## src/pufr_pkg.sv

```systemverilog
// Package for the parity union-find with rollback block.
// Holds opcodes, status codes, and the command and status bundles shared by
// the controller and the datapath. Depends on nothing.
`default_nettype none

package pufr_pkg;

    localparam logic [2:0] OP_UNITE  = 3'd0;
    localparam logic [2:0] OP_UNDO1  = 3'd1;
    localparam logic [2:0] OP_UNDOTO = 3'd2;
    localparam logic [2:0] OP_FLIP   = 3'd3;
    localparam logic [2:0] OP_QUERY  = 3'd4;
    localparam logic [2:0] OP_CLEAR  = 3'd5;

    localparam logic [1:0] ST_OK   = 2'd0;
    localparam logic [1:0] ST_FULL = 2'd1;
    localparam logic [1:0] ST_BAD  = 2'd2;

    // The 10-bit vertex fields are reduced with one conditional subtract per bit.
    localparam logic [3:0] RED_LAST_STEP = 4'd9;

    typedef enum logic [1:0] {
        RD_CUR    = 2'd0,
        RD_REC_LO = 2'd1,
        RD_REC_UP = 2'd2
    } rd_sel_t;

    typedef enum logic [2:0] {
        WR_NONE   = 3'd0,
        WR_CLR    = 3'd1,
        WR_LOWER  = 3'd2,
        WR_UPPER  = 3'd3,
        WR_FLIP   = 3'd4,
        WR_POP_UP = 3'd5,
        WR_POP_LO = 3'd6
    } wr_sel_t;

    typedef struct packed {
        logic    ld_in;
        logic    red_step;
        logic    start_a;
        logic    start_b;
        logic    find_step;
        logic    mem_rd;
        rd_sel_t rd_sel;
        logic    cap_a;
        logic    cap_b;
        wr_sel_t wr_sel;
        logic    hist_push;
        logic    push_link;
        logic    hist_rd;
        logic    pop_apply;
        logic    tgt_one;
        logic    tgt_in;
        logic    st_full;
        logic    st_bad;
        logic    clr_start;
        logic    clr_step;
        logic    clr_all;
        logic    out_load;
    } cmd_t;

    typedef struct packed {
        logic       red_last;
        logic       is_root;
        logic       same_root;
        logic       hist_full;
        logic       hist_empty;
        logic       tgt_bad;
        logic       at_target;
        logic       rec_linked;
        logic       clr_last;
        logic       out_free;
        logic       flag;
        logic [2:0] opcode;
    } stat_t;

endpackage

`default_nettype wire

```

## src/pufr_ctrl.sv

```systemverilog
// Controller state machine of the parity union-find. Sequences reduction,
// root walks, linking, flips, rollback, clearing and result hand-off. Uses pufr_pkg.
`default_nettype none

module pufr_ctrl (
    input  wire logic            clk,
    input  wire logic            rst_n,
    input  wire logic            in_valid,
    output logic                 in_ready,
    input  wire pufr_pkg::stat_t stat,
    output pufr_pkg::cmd_t       cmd
);

    typedef enum logic [23:0] {
        S_CLR_RST = 24'h000001,
        S_IDLE    = 24'h000002,
        S_RED     = 24'h000004,
        S_DEC     = 24'h000008,
        S_FA_RD   = 24'h000010,
        S_FA_CHK  = 24'h000020,
        S_FB_RD   = 24'h000040,
        S_FB_CHK  = 24'h000080,
        S_JOIN    = 24'h000100,
        S_NOOP    = 24'h000200,
        S_LINK_LO = 24'h000400,
        S_LINK_UP = 24'h000800,
        S_FLIP    = 24'h001000,
        S_P_TEST  = 24'h002000,
        S_P_HRD   = 24'h004000,
        S_P_REC   = 24'h008000,
        S_P_LO    = 24'h010000,
        S_P_UP    = 24'h020000,
        S_P_WU    = 24'h040000,
        S_P_WL    = 24'h080000,
        S_CLR_OP  = 24'h100000,
        S_FO_RD   = 24'h200000,
        S_FO_CHK  = 24'h400000,
        S_OUT     = 24'h800000
    } state_t;

    state_t state_reg, state_next;

    always_ff @(posedge clk or negedge rst_n)
    begin
        if (!rst_n)
        begin
            state_reg <= S_CLR_RST;
        end
        else
        begin
            state_reg <= state_next;
        end
    end

    assign in_ready = state_reg == S_IDLE;

    always_comb
    begin
        cmd        = '0;
        cmd.rd_sel = pufr_pkg::RD_CUR;
        cmd.wr_sel = pufr_pkg::WR_NONE;
        state_next = state_reg;
        case (state_reg)
            S_CLR_RST:
            begin
                cmd.wr_sel   = pufr_pkg::WR_CLR;
                cmd.clr_step = 1'b1;
                if (stat.clr_last)
                begin
                    state_next = S_IDLE;
                end
            end
            S_IDLE:
            begin
                if (in_valid)
                begin
                    cmd.ld_in  = 1'b1;
                    state_next = S_RED;
                end
            end
            S_RED:
            begin
                cmd.red_step = 1'b1;
                if (stat.red_last)
                begin
                    state_next = S_DEC;
                end
            end
            S_DEC:
            begin
                case (stat.opcode)
                    pufr_pkg::OP_UNITE:
                    begin
                        if (stat.hist_full)
                        begin
                            cmd.st_full = 1'b1;
                            cmd.start_a = 1'b1;
                            state_next  = S_FO_RD;
                        end
                        else if (!stat.flag)
                        begin
                            state_next = S_NOOP;
                        end
                        else
                        begin
                            cmd.start_a = 1'b1;
                            state_next  = S_FA_RD;
                        end
                    end
                    pufr_pkg::OP_UNDO1:
                    begin
                        if (stat.hist_empty)
                        begin
                            cmd.st_bad  = 1'b1;
                            cmd.start_a = 1'b1;
                            state_next  = S_FO_RD;
                        end
                        else
                        begin
                            cmd.tgt_one = 1'b1;
                            state_next  = S_P_TEST;
                        end
                    end
                    pufr_pkg::OP_UNDOTO:
                    begin
                        if (stat.tgt_bad)
                        begin
                            cmd.st_bad  = 1'b1;
                            cmd.start_a = 1'b1;
                            state_next  = S_FO_RD;
                        end
                        else
                        begin
                            cmd.tgt_in = 1'b1;
                            state_next = S_P_TEST;
                        end
                    end
                    pufr_pkg::OP_FLIP:
                    begin
                        cmd.start_a = 1'b1;
                        state_next  = S_FA_RD;
                    end
                    pufr_pkg::OP_CLEAR:
                    begin
                        cmd.clr_start = 1'b1;
                        state_next    = S_CLR_OP;
                    end
                    default:
                    begin
                        cmd.start_a = 1'b1;
                        state_next  = S_FO_RD;
                    end
                endcase
            end
            S_FA_RD:
            begin
                cmd.mem_rd = 1'b1;
                state_next = S_FA_CHK;
            end
            S_FA_CHK:
            begin
                if (stat.is_root)
                begin
                    cmd.cap_a = 1'b1;
                    if (stat.opcode == pufr_pkg::OP_FLIP)
                    begin
                        state_next = S_FLIP;
                    end
                    else
                    begin
                        cmd.start_b = 1'b1;
                        state_next  = S_FB_RD;
                    end
                end
                else
                begin
                    cmd.find_step = 1'b1;
                    state_next    = S_FA_RD;
                end
            end
            S_FB_RD:
            begin
                cmd.mem_rd = 1'b1;
                state_next = S_FB_CHK;
            end
            S_FB_CHK:
            begin
                if (stat.is_root)
                begin
                    cmd.cap_b  = 1'b1;
                    state_next = S_JOIN;
                end
                else
                begin
                    cmd.find_step = 1'b1;
                    state_next    = S_FB_RD;
                end
            end
            S_JOIN:
            begin
                state_next = stat.same_root ? S_NOOP : S_LINK_LO;
            end
            S_NOOP:
            begin
                cmd.hist_push = 1'b1;
                cmd.start_a   = 1'b1;
                state_next    = S_FO_RD;
            end
            S_LINK_LO:
            begin
                cmd.wr_sel = pufr_pkg::WR_LOWER;
                state_next = S_LINK_UP;
            end
            S_LINK_UP:
            begin
                cmd.wr_sel    = pufr_pkg::WR_UPPER;
                cmd.hist_push = 1'b1;
                cmd.push_link = 1'b1;
                cmd.start_a   = 1'b1;
                state_next    = S_FO_RD;
            end
            S_FLIP:
            begin
                cmd.wr_sel  = pufr_pkg::WR_FLIP;
                cmd.start_a = 1'b1;
                state_next  = S_FO_RD;
            end
            S_P_TEST:
            begin
                if (stat.at_target)
                begin
                    cmd.start_a = 1'b1;
                    state_next  = S_FO_RD;
                end
                else
                begin
                    state_next = S_P_HRD;
                end
            end
            S_P_HRD:
            begin
                cmd.hist_rd = 1'b1;
                state_next  = S_P_REC;
            end
            S_P_REC:
            begin
                if (stat.rec_linked)
                begin
                    cmd.mem_rd = 1'b1;
                    cmd.rd_sel = pufr_pkg::RD_REC_LO;
                    state_next = S_P_LO;
                end
                else
                begin
                    cmd.pop_apply = 1'b1;
                    state_next    = S_P_TEST;
                end
            end
            S_P_LO:
            begin
                cmd.cap_a  = 1'b1;
                cmd.mem_rd = 1'b1;
                cmd.rd_sel = pufr_pkg::RD_REC_UP;
                state_next = S_P_UP;
            end
            S_P_UP:
            begin
                cmd.cap_b  = 1'b1;
                state_next = S_P_WU;
            end
            S_P_WU:
            begin
                cmd.wr_sel = pufr_pkg::WR_POP_UP;
                state_next = S_P_WL;
            end
            S_P_WL:
            begin
                cmd.wr_sel    = pufr_pkg::WR_POP_LO;
                cmd.pop_apply = 1'b1;
                state_next    = S_P_TEST;
            end
            S_CLR_OP:
            begin
                cmd.wr_sel   = pufr_pkg::WR_CLR;
                cmd.clr_step = 1'b1;
                if (stat.clr_last)
                begin
                    cmd.clr_all  = 1'b1;
                    cmd.clr_step = 1'b0;
                    cmd.start_a  = 1'b1;
                    state_next   = S_FO_RD;
                end
            end
            S_FO_RD:
            begin
                cmd.mem_rd = 1'b1;
                state_next = S_FO_CHK;
            end
            S_FO_CHK:
            begin
                if (stat.is_root)
                begin
                    cmd.cap_a  = 1'b1;
                    state_next = S_OUT;
                end
                else
                begin
                    cmd.find_step = 1'b1;
                    state_next    = S_FO_RD;
                end
            end
            S_OUT:
            begin
                if (stat.out_free)
                begin
                    cmd.out_load = 1'b1;
                    state_next   = S_IDLE;
                end
            end
            default:
            begin
                state_next = S_IDLE;
            end
        endcase
    end

    a_one_accept: assert property (@(posedge clk) disable iff (!rst_n)
        (in_valid && in_ready) |=> state_reg == S_RED)
        else $error("accepted beat did not start reduction");

    a_load_free: assert property (@(posedge clk) disable iff (!rst_n)
        cmd.out_load |-> stat.out_free)
        else $error("result loaded over an untaken result");

    a_no_ready_busy: assert property (@(posedge clk) disable iff (!rst_n)
        (state_reg == S_CLR_RST || state_reg == S_CLR_OP) |-> !in_ready)
        else $error("input taken during a clearing pass");

endmodule

`default_nettype wire

```

## config.mk

```make
export PLATFORM = sky130hd
export DESIGN_NAME = pufr_ctrl
export DESIGN_NICKNAME = d
export VERILOG_FILES = /design/src/pufr_pkg.sv /design/src/pufr_ctrl.sv
export SDC_FILE = /design/constraint.sdc
export NUM_CORES = 1
export LEC_CHECK = 0
export BUFFER_PORTS_ARGS = -buffer_cell sky130_fd_sc_hd__buf_2
export CELL_PAD_IN_SITES_DETAIL_PLACEMENT = 0
export CELL_PAD_IN_SITES_GLOBAL_PLACEMENT = 1
export CORE_MARGIN = 1.5
export CORE_UTILIZATION = 43
export CTS_CLUSTER_DIAMETER = 60
export DETAILED_ROUTE_END_ITERATION = 10
export GPL_TIMING_DRIVEN = 0
export PLACE_DENSITY = 0.83
export RECOVER_POWER = 25
export SYNTH_ARGS = -nofsm -noshare
export SYNTH_HDL_FRONTEND = slang
export SYNTH_SLANG_ARGS = --single-unit
export TNS_END_PERCENT = 50
```

## constraint.sdc

```tcl
create_clock -name clk -period 4.4 [get_ports clk]
set_clock_uncertainty 0.2 [all_clocks]
set_input_delay 0.66 -clock clk [delete_from_list [all_inputs] [get_ports clk]]
set_output_delay 0.66 -clock clk [all_outputs]
set_load 0.005 [all_outputs]
```

# Word-level counts from Yosys, hierarchy flattened
# Cells that the tools add are included.
# word_totals
register_bits	24
input_bits	17
output_inout_bits	26
elab_cells	102
# classes
n_eq_ne	33
n_mux	60
n_reduce_logical	8
# ops
cell	count
$pmux W24 S22	1
$mux W24	7
$pmux W24 S5	1
$mux W22	3
$mux W1	29
$mux W13	2
$eq A24 B1 Y1 const B	1
$eq A24 B10 Y1 const B	1
$eq A24 B11 Y1 const B	1
$eq A24 B12 Y1 const B	1
$eq A24 B13 Y1 const B	1
$eq A24 B14 Y1 const B	1
$eq A24 B15 Y1 const B	1
$eq A24 B16 Y1 const B	1
$eq A24 B17 Y1 const B	1
$eq A24 B18 Y1 const B	1
$eq A24 B19 Y1 const B	1
$eq A24 B2 Y1 const B	1
$eq A24 B20 Y1 const B	1
$eq A24 B21 Y1 const B	1
$eq A24 B22 Y1 const B	1
$eq A24 B23 Y1 const B	1
$eq A24 B24 Y1 const B	1
$eq A24 B3 Y1 const B	1
other kinds (26)	40

# Longest topological paths before layout
# Gate-level depths: netlist (run 1).
# depth
word_depth	4
mapped_depth	7
ltp_nobuf	6

# Least setup slack after synthesis (run 1)
# No wires, ideal clock.
# synth_timing
path_kind	reg-to-output
from	reg state_reg[5]
to	out cmd[22] in the netlist's numbering
arrival_ns	1.922
required_ns	3.540
path_slack_ns	1.618
path_stages_with_launch	7
n_path_buf	0
path_cell_list	dfrtp_1 > nor4_4 > nand4_4 > or3_1 > nor3_2 > o21ba_1 > nand2_1
# synth_lines
item	line_no	rtl
from (decl)	pufr_ctrl.sv:41	state_t state_reg, state_next;
from (signal assigned)	pufr_ctrl.sv:51	state_reg <= state_next;
to (decl)	pufr_ctrl.sv:11	output pufr_pkg::cmd_t cmd

==> impl_metrics.json, run 1 <==
{
  "finalWirelength_um": 4560,
  "start_util_pct": 45.3,
  "num_rows": 23,
  "hpwl_um": 3550,
  "crit_path_start_kind": "flip-flop",
  "wl_per_cell_um": 15.2,
  "rsz0062_at_grt": "no",
  "cap_violations": 0,
  "fin_total_pwr_mw": 0.764,
  "gp_congestion": 0.850,
  "synth_seq_cells": 24,
  "layout.cells.non_filler": 301,
  "worst_slack_ns": 0.875,
  "worstMarginPinSlew_ns": 1.36,
  "critPathMaxFanout": 8,
  "endpoint_kind": "output pin",
  "synth_top_family_by_area": "simple AND/OR/NAND/NOR gates",
  "syn_to_final_growth_pct": 17.5,
  "final_nets": 269,
  "placed_cells": 297,
  "synth.mux.area_fraction_pct": 0.545,
  "cts_tree": "done",
  "grt_overflow": 0,
  "p_per_area_mw_per_mm2": 354,
  "crit_buf_inv": 2,
  "core-area_mm2": 0.00406,
  "yosys.area_share.simple_pct": 49.6,
  "ios": 43,
  "fin_crit_sh_pct": 80.1,
  "cts_max_path_buffers": 2,
  "cts_sinks": 24,
  "die_area_mm2": 0.00468,
  "yosysWarningCount": 0,
  "max_freq_mhz": 284,
  "grt_antenna_before_repair": 0,
  "insertion_delay_ns": 0.27,
  "relSlewSlack_pct": 9.25,
  "seqCellArea_um2": 602,
  "syn_avg_cell_area_um2": 8.92,
  "status": "completed",
  "path_clk_slew_ns": 0.09,
  "grt_start_max_net_pins": 25,
  "met3_length_um": 229,
  "postCtsHoldBufs": 0,
  "cts_made_buffers": 3,
  "place_area_mm2": 0.00211,
  "max-vdd-ir-drop_mv": 0.135,
  "hold_path.class": "in -> reg",
  "antenna_cells": 0,
  "dieWidth_um": 68.4,
  "wl_met2_um": 2100,
  "post-route-util_pct": 53.2,
  "finish.instance_area_mm2": 0.00216,
  "crit_type": "reg -> out",
  "drv_slew": 0,
  "postCtsSetupRepairBufs": 0,
  "cp_slowest_stage_delay_ns": 0.51,
  "multi_input_area_mm2": 0.00119,
  "synth_compound_area_share_pct": 11.4,
  "layout-drive-gt1-share_pct": 27.5,
  "first_iter_violations": 63,
  "grt_pass1_wl_um": 7420,
  "grt.total_usage_pct": 21.3,
  "cts-root-buf": "clkbuf_8",
  "synth-adder-area-share_pct": 0,
  "finalSetupViolCount": 0,
  "crit_family": "simple AND/OR/NAND/NOR gates",
  "grt_pass1_vias": 1489,
  "drtPass1Iterations": 4,
  "ant_nets": 0,
  "hold_slack_ns": 0.354,
  "cp_cell_sequence": "clkbuf_2 -> nor4_4 -> nand3_2 -> nor3_2 -> nand2b_1 -> nor4b_1 -> buf_2",
  "htree_levels": 1,
  "cts-resized-gates": 0,
  "ys.flop_type": "dfrtp_1",
  "synth_nets": 223,
  "synth_cell_types": 56,
  "seq_area_frac_synth_pct": 32.7,
  "largest_register_ffs": 24,
  "fin_tns_setup_ns": 0,
  "post-route-min-period_ns": 3.53,
  "highest_layer": "met4",
  "required_ns": 3.54,
  "postSynth.asyncResetShare_pct": 100,
  "viasPerCell": 5.78,
  "synth-xor-area-share_pct": 3.34,
  "m1WireLength_um": 2210,
  "timing_hold_violations_final": 0,
  "synth_area_mm2": 0.00184,
  "synth_edf_count": 0,
  "io_buffers": 41,
  "dp_slack_ns": 1.19,
  "drc": 0,
  "slowest_stage": "nor4_4",
  "critPathArrivalTime_ns": 2.67,
  "die_h_um": 68.4,
  "syn-instance-count": 206,
  "num_vias": 1741,
  "power_leakage_nw": 1.07,
  "nFillCells": 386
}
## area by class of cell
class / count / share of cell area, %
buffer: 5 / 0.927
clock buffer: 4 / 2.55
timing repair buffer: 41 / 9.44
tap: 50 / 2.90
multi-input combinational: 171 / 55.3
sequential: 24 / 27.9
inverter: 6 / 1.04
## where the power goes
group / switching [mW] / total [mW] / internal (mW)
Clock: 0.0730 / 0.153 / 0.0799
Combinational: 0.201 / 0.350 / 0.149
Sequential: 0.0261 / 0.261 / 0.235
Total: 0.300 / 0.764 / 0.464
## synth_stat cells, types with 3 or more instances
library cell | instances | area [µm²]
nand2b_1 | 10 | 62.6
clkbuf_1 | 4 | 15.0
nand3_1 | 7 | 35.0
nand2_1 | 12 | 45.0
a21oi_1 | 7 | 35.0
o21ai_0 | 7 | 35.0
nor3b_1 | 4 | 30.0
or4b_2 | 3 | 30.0
dfrtp_1 | 23 | 576
nor4_1 | 7 | 43.8
nand3b_1 | 6 | 45.0
and3_1 | 4 | 25.0
nor4_4 | 3 | 63.8
nor2_1 | 24 | 90.1
and2_1 | 3 | 18.8
nor2b_1 | 6 | 37.5
or3_1 | 4 | 25.0
xor2_1 | 3 | 26.3
xnor2_1 | 4 | 35.0
inv_1 | 6 | 22.5
nor3_1 | 13 | 65.1
## worst register-to-register path: stages, from the launching register on
cell and delay, ns:
dfrtp_1 0.37, clkbuf_2 0.17, nor4_4 0.52, nand3_2 0.24, nor4_1 0.66, a311oi_1 0.20, nand4_1 0.15, o31ai_1 0.09
## layout by cell type (no fill, tap or decap), types with 2 or more instances in the layout
| master | instances |
|---|---|
| o21ai_0 | 7 |
| nand4b_1 | 2 |
| and2_1 | 3 |
| inv_1 | 6 |
| a21oi_1 | 7 |
| o211ai_1 | 2 |
| dfrtp_1 | 23 |
| o22ai_1 | 2 |
| nor3_1 | 13 |
| xor2_1 | 3 |
| nand3b_1 | 6 |
| nor2_1 | 24 |
| or3_1 | 4 |
| nor4_4 | 3 |
| buf_2 | 40 |
| clkbuf_8 | 4 |
| nor3b_1 | 4 |
| xnor2_1 | 4 |
| nand3_1 | 7 |
| clkbuf_1 | 5 |
| nor4b_1 | 2 |
| and4b_1 | 2 |
| o21bai_1 | 2 |
| or4b_2 | 3 |
| or4_1 | 2 |
| nor3_2 | 2 |
| and3_1 | 4 |
| nand2_1 | 12 |
| nor4_1 | 7 |
| nor4_2 | 2 |
| and4_1 | 2 |
| or3b_2 | 2 |
| nor2b_1 | 6 |
| nand2b_1 | 10 |
## cells by family (layout without fill, tap and decap cells)
logic type / Yosys count / count (layout)
buf+inv: 11 / 56
compound gates: 31 / 31
xor+xnor: 7 / 7
simple gates: 132 / 132
flops: 24 / 24
mux: 1 / 1
## routing by layer
metal | vias to the layer above | global-route usage, %
li1 | 862 | -
met2 | 49 | 33.9
met5 | - | 0
met3 | 2 | 2.47
met4 | 0 | 5.25
met1 | 828 | 30.7
## final timing paths
check | start | cells past startpoint | slack, ns | to
worst min register to register | state_reg[0] | 2 | 0.36 | state_reg[0]
worst min-delay path | stat[7] | 2 | 0.35 | state_reg[14]
min in group asynchronous | rst_n | 1 | 0.48 | state_reg[14]
max in group asynchronous | rst_n | 1 | 2.72 | state_reg[19]
worst max register to register | state_reg[9] | 7 | 1.70 | state_reg[1]
worst max-delay path | state_reg[9] | 7 | 0.87 | cmd[5]
Note: power is estimated with default switching activity, not from simulation.
==> run 2, diff against run 1 <==
--- a/config.mk
+++ b/config.mk
@@ -9,11 +9,11 @@
 export CELL_PAD_IN_SITES_DETAIL_PLACEMENT = 0
 export CELL_PAD_IN_SITES_GLOBAL_PLACEMENT = 1
 export CORE_MARGIN = 1.5
-export CORE_UTILIZATION = 43
+export CORE_UTILIZATION = 36
 export CTS_CLUSTER_DIAMETER = 60
 export DETAILED_ROUTE_END_ITERATION = 10
 export GPL_TIMING_DRIVEN = 0
-export PLACE_DENSITY = 0.83
+export PLACE_DENSITY = 0.74
 export RECOVER_POWER = 25
 export SYNTH_ARGS = -nofsm -noshare
 export SYNTH_HDL_FRONTEND = slang
==> constraint.sdc (replaced) <==
create_clock -name clk -period 3.1 [get_ports clk]
set_clock_uncertainty 0.2 [all_clocks]
set_input_delay 0.465 -clock clk [delete_from_list [all_inputs] [get_ports clk]]
set_output_delay 0.465 -clock clk [all_outputs]
set_load 0.005 [all_outputs]
==> impl_metrics.json, run 2 (synthesized netlist as in run 1, its figures left out) <==
{
  "status": "completed",
  "grt_pass1_wl_um": 8200,
  "path_clk_slew_ns": 0.09,
  "dp_slack_ns": 0.119,
  "grt_start_max_net_pins": 25,
  "final_common_cell": "buf_2",
  "cts_sinks": 24,
  "max-vdd-ir-drop_mv": 0.209,
  "start_util_pct": 38.2,
  "ant_nets": 0,
  "cts_max_path_buffers": 2,
  "hpwl_um": 3660,
  "critPathMaxFanout": 6,
  "fin_crit_sh_pct": 98.1,
  "wl_per_cell_um": 14.8,
  "endpoint_kind": "output pin",
  "max_freq_mhz": 329,
  "crit_path_start_kind": "flip-flop",
  "cap_violations": 0,
  "finalSetupViolCount": 0,
  "layout-drive-gt1-share_pct": 40.2,
  "fin_total_pwr_mw": 1.31,
  "first_iter_violations": 130,
  "core-area_mm2": 0.00482,
  "largest_register_ffs": 24,
  "layout_common_cells": "buf_2 (40), buf_4 (24), nor2_1 (23)",
  "syn_to_final_growth_pct": 34.9,
  "worstMarginPinSlew_ns": 1.33,
  "cts_tree": "done",
  "num_rows": 25,
  "drv_slew": 0,
  "p_per_area_mw_per_mm2": 528,
  "drc": 0,
  "final_nets": 294,
  "cp_slowest_stage_delay_ns": 0.56,
  "finalWirelength_um": 5080,
  "htree_levels": 1,
  "post-route-min-period_ns": 3.04,
  "crit_family": "simple AND/OR/NAND/NOR gates",
  "grt_pass1_vias": 1640,
  "insertion_delay_ns": 0.27,
  "worst_slack_ns": 0.0603,
  "crit_type": "reg -> out",
  "relSlewSlack_pct": 11.1,
  "slowest_stage": "or4_4",
  "cp_cell_sequence": "or4_4 -> nor4b_4 -> buf_4 -> and3_4 -> and3_1 -> nand2b_1 -> buf_2",
  "io_buffers": 41,
  "die_area_mm2": 0.00554,
  "grt_overflow": 0,
  "dieWidth_um": 74.5,
  "grt.total_usage_pct": 19.0,
  "num_vias": 1877,
  "die_h_um": 74.5,
  "cts_made_buffers": 3,
  "cts-root-buf": "clkbuf_8",
  "required_ns": 2.43,
  "critPathArrivalTime_ns": 2.37,
  "crit_buf_inv": 2,
  "timing_hold_violations_final": 0,
  "antenna_cells": 0,
  "ios": 43,
  "viasPerCell": 5.47,
  "drtPass1Iterations": 5,
  "power_leakage_nw": 1.20,
  "grt_antenna_before_repair": 0,
  "rsz0062_at_grt": "yes",
  "hold_path.class": "in -> reg",
  "gp_congestion": 0.855
}
run 2: what timing repair did:
| item | CTS | global route |
|---|---|---|
| hold buffers | 1 | 0 |
| endpoints found under the hold margin | 13 | 0 |
| resized for setup | 7 | 20 |
| buffers inserted | 8 | 16 |
| setup endpoints to repair | 10 | 11 |
| cloned | 0 | 0 |
| pin swaps | 5 | 10 |
run 2: path summary, 6_finish.rpt:
| check | startpoint | to | slack [ns] | cells past startpoint |
|---|---|---|---|---|
| max in group asynchronous | rst_n | state_reg[2] | 0.99 | 2 |
| min in group asynchronous | rst_n | state_reg[17] | 0.82 | 2 |
| worst min-delay path | stat[7] | state_reg[14] | 0.16 | 2 |
| worst max register to register | state_reg[2] | state_reg[12] | 0.53 | 8 |
| worst min register to register | state_reg[4] | state_reg[7] | 0.33 | 1 |
| worst max-delay path | state_reg[2] | cmd[15] | 0.06 | 7 |
run 2: cell type report:
| class | instances | area, µm² |
|---|---|---|
| clock buffers | 4 | 55.1 |
| well taps | 67 | 83.8 |
| inverters | 6 | 22.5 |
| multi-input cells | 171 | 1290 |
| plain buffers | 5 | 20.0 |
| flip-flops and latches | 24 | 612 |
| repair buffers | 66 | 394 |
| fillers | 490 | 2340 |
run 2: report_power, final:
part	internal (mW)	switching (mW)	total, mW
clock	0.113	0.103	0.216
sequential	0.336	0.0331	0.369
combinational	0.369	0.354	0.724
total	0.819	0.490	1.31
run 2: layer usage:
layer / part of all wire [%] / global-route usage [%] / up-vias
met5: 0 / 0 / -
met2: 47 / 29.2 / 62
li1: - / - / 916
met4: 0.55 / 3.84 / 0
met1: 47 / 29.0 / 895
met3: 5.4 / 2.03 / 4
run 2: through the flow:
step           std cells  instance area [µm²]  hold slack, ns  setup TNS (ns)  utilization [%]
2_1_floorplan        206                 1840         -0.0306               0                -
3_3_place_gp         314                 2130           0.289               0             44.2
3_5_place_dp         314                 2130           0.293               0             44.2
4_1_cts              327                 2290           0.156        -0.00383             47.6
5_1_grt              343                 2480           0.172          -0.151             51.5
6_report             343                 2480           0.160               0             51.5
==> run 3, diff against run 2 <==
==> constraint.sdc (replaced) <==
create_clock -name clk -period 3.1 [get_ports clk]
set_clock_uncertainty 0.2 [all_clocks]
set_input_delay 0.155 -clock clk [delete_from_list [all_inputs] [get_ports clk]]
set_output_delay 0.155 -clock clk [all_outputs]
set_load 0.005 [all_outputs]
==> impl_metrics.json, run 3 (synthesized netlist as in run 1, its figures left out) <==
{
  "critPathArrivalTime_ns": 2.59,
  "grt_pass1_wl_um": 7940,
  "cp_cell_sequence": "or4_1 -> nor4b_4 -> and3_1 -> nand3b_1 -> o21ai_0 -> a21o_1 -> buf_2",
  "post-route-min-period_ns": 2.94,
  "cts-root-buf": "clkbuf_8",
  "grt_pass1_vias": 1596,
  "num_vias": 1769,
  "core-area_mm2": 0.00482,
  "grt_start_max_net_pins": 25,
  "max-vdd-ir-drop_mv": 0.202,
  "antenna_cells": 0,
  "crit_path_start_kind": "flip-flop",
  "finalSetupViolCount": 0,
  "setup.worst_path.start": "state_reg[21]",
  "hpwl_um": 3660,
  "syn_to_final_growth_pct": 25.0,
  "final_common_cell": "buf_2",
  "finalWirelength_um": 4720,
  "ff2ff_path_depth": 6,
  "relSlewSlack_pct": 10.0,
  "cap_violations": 0,
  "reg2reg_to": "state_reg[13]",
  "slowest_stage": "or4_1",
  "insertion_delay_ns": 0.27,
  "grt.total_usage_pct": 18.4,
  "required_ns": 2.74,
  "die_area_mm2": 0.00554,
  "first_iter_violations": 97,
  "drv_slew": 0,
  "wl_per_cell_um": 14.3,
  "layout_common_cells": "buf_2 (40), nor2_1 (24), dfrtp_1 (23)",
  "status": "completed",
  "fin_total_pwr_mw": 1.10,
  "power_leakage_nw": 1.12,
  "ant_nets": 0,
  "rsz0062_at_grt": "no",
  "viasPerCell": 5.36,
  "grt_antenna_before_repair": 0,
  "r2r_slack_ns": 0.59,
  "cp.depth": 7,
  "post-route-util_pct": 47.7,
  "crit_family": "simple AND/OR/NAND/NOR gates",
  "endpoint_kind": "output pin",
  "worstMarginPinSlew_ns": 1.35,
  "htree_levels": 1,
  "fin_crit_sh_pct": 94.9,
  "max_freq_mhz": 340,
  "final_nets": 281,
  "largest_register_ffs": 24,
  "timing_hold_violations_final": 0,
  "p_per_area_mw_per_mm2": 479,
  "dieWidth_um": 74.5,
  "num_rows": 25,
  "crit_end": "cmd[16]",
  "crit_buf_inv": 1,
  "hold_slack_ns": 0.0350,
  "critPathMaxFanout": 6,
  "hold_path.class": "in -> reg",
  "die_h_um": 74.5,
  "drc": 0,
  "cts_max_path_buffers": 2,
  "r2r-start": "state_reg[21]",
  "cts_sinks": 24,
  "start_util_pct": 38.2,
  "layout-drive-gt1-share_pct": 28.1,
  "path_clk_slew_ns": 0.09,
  "drtPass1Iterations": 4,
  "ios": 43,
  "grt_overflow": 0,
  "io_buffers": 41,
  "gp_congestion": 0.855,
  "crit_type": "reg -> out",
  "cts_made_buffers": 3,
  "cp_slowest_stage_delay_ns": 0.66,
  "cts_tree": "done",
  "fin_tns_setup_ns": 0
}
[run 3: where the power goes]
| group | switching [mW] | total [mW] | internal, mW |
|---|---|---|---|
| sequential | 0.0390 | 0.373 | 0.334 |
| clock | 0.105 | 0.219 | 0.113 |
| combinational | 0.289 | 0.509 | 0.220 |
| total | 0.433 | 1.10 | 0.667 |
[run 3: tightest hold or removal path, stage by stage]
cell and delay (ns):
buf_2 0.08, nand2b_1 0.14, o31ai_1 0.08
[run 3: timing repair]
| action | 4_1_cts | 5_1_grt |
|---|---|---|
| endpoints found under the hold margin | 31 | 0 |
| endpoints found under the setup margin | 0 | 4 |
| hold buffers | 8 | 0 |
| gates resized for setup | 0 | 1 |
| setup buffers | 0 | 4 |
[run 3: how the worst min path moves through the flow]
stage	slack [ns]	startpoint	to	depth (start not counted)
global route	0.04	in_valid	state_reg[1]	3
floorplan	-0.34	rst_n	state_reg[10]	0
detailed placement	-0.02	rst_n	state_reg[17]	1
CTS	0.02	in_valid	state_reg[1]	3
finish	0.04	in_valid	state_reg[1]	3
global placement	-0.02	rst_n	state_reg[17]	1
[run 3: final cells by class]
type / instances / area, µm²
Inverter: 6 / 22.5
Sequential cell: 24 / 602
Multi-Input combinational cell: 171 / 1200
Timing Repair Buffer: 53 / 314
Clock buffer: 4 / 55.1
Fill cell: 493 / 2520
Tap cell: 67 / 83.8
Buffer: 5 / 20.0
[run 3: metrics by stage]
stage / worst slack [ns] / instances / area (µm²)
3_5_place_dp: 0.429 / 314 / 2130
6_report: 0.159 / 330 / 2300
2_1_floorplan: 0.823 / 206 / 1840
3_3_place_gp: 0.425 / 314 / 2130
4_1_cts: 0.118 / 326 / 2260
5_1_grt: 0.0133 / 330 / 2300
[run 3: routing by layer]
layer,GRT usage [%],wire length (µm)
met1,28.2,2410
met2,28.0,2110
met3,2.03,180
met4,3.64,17
met5,0,0
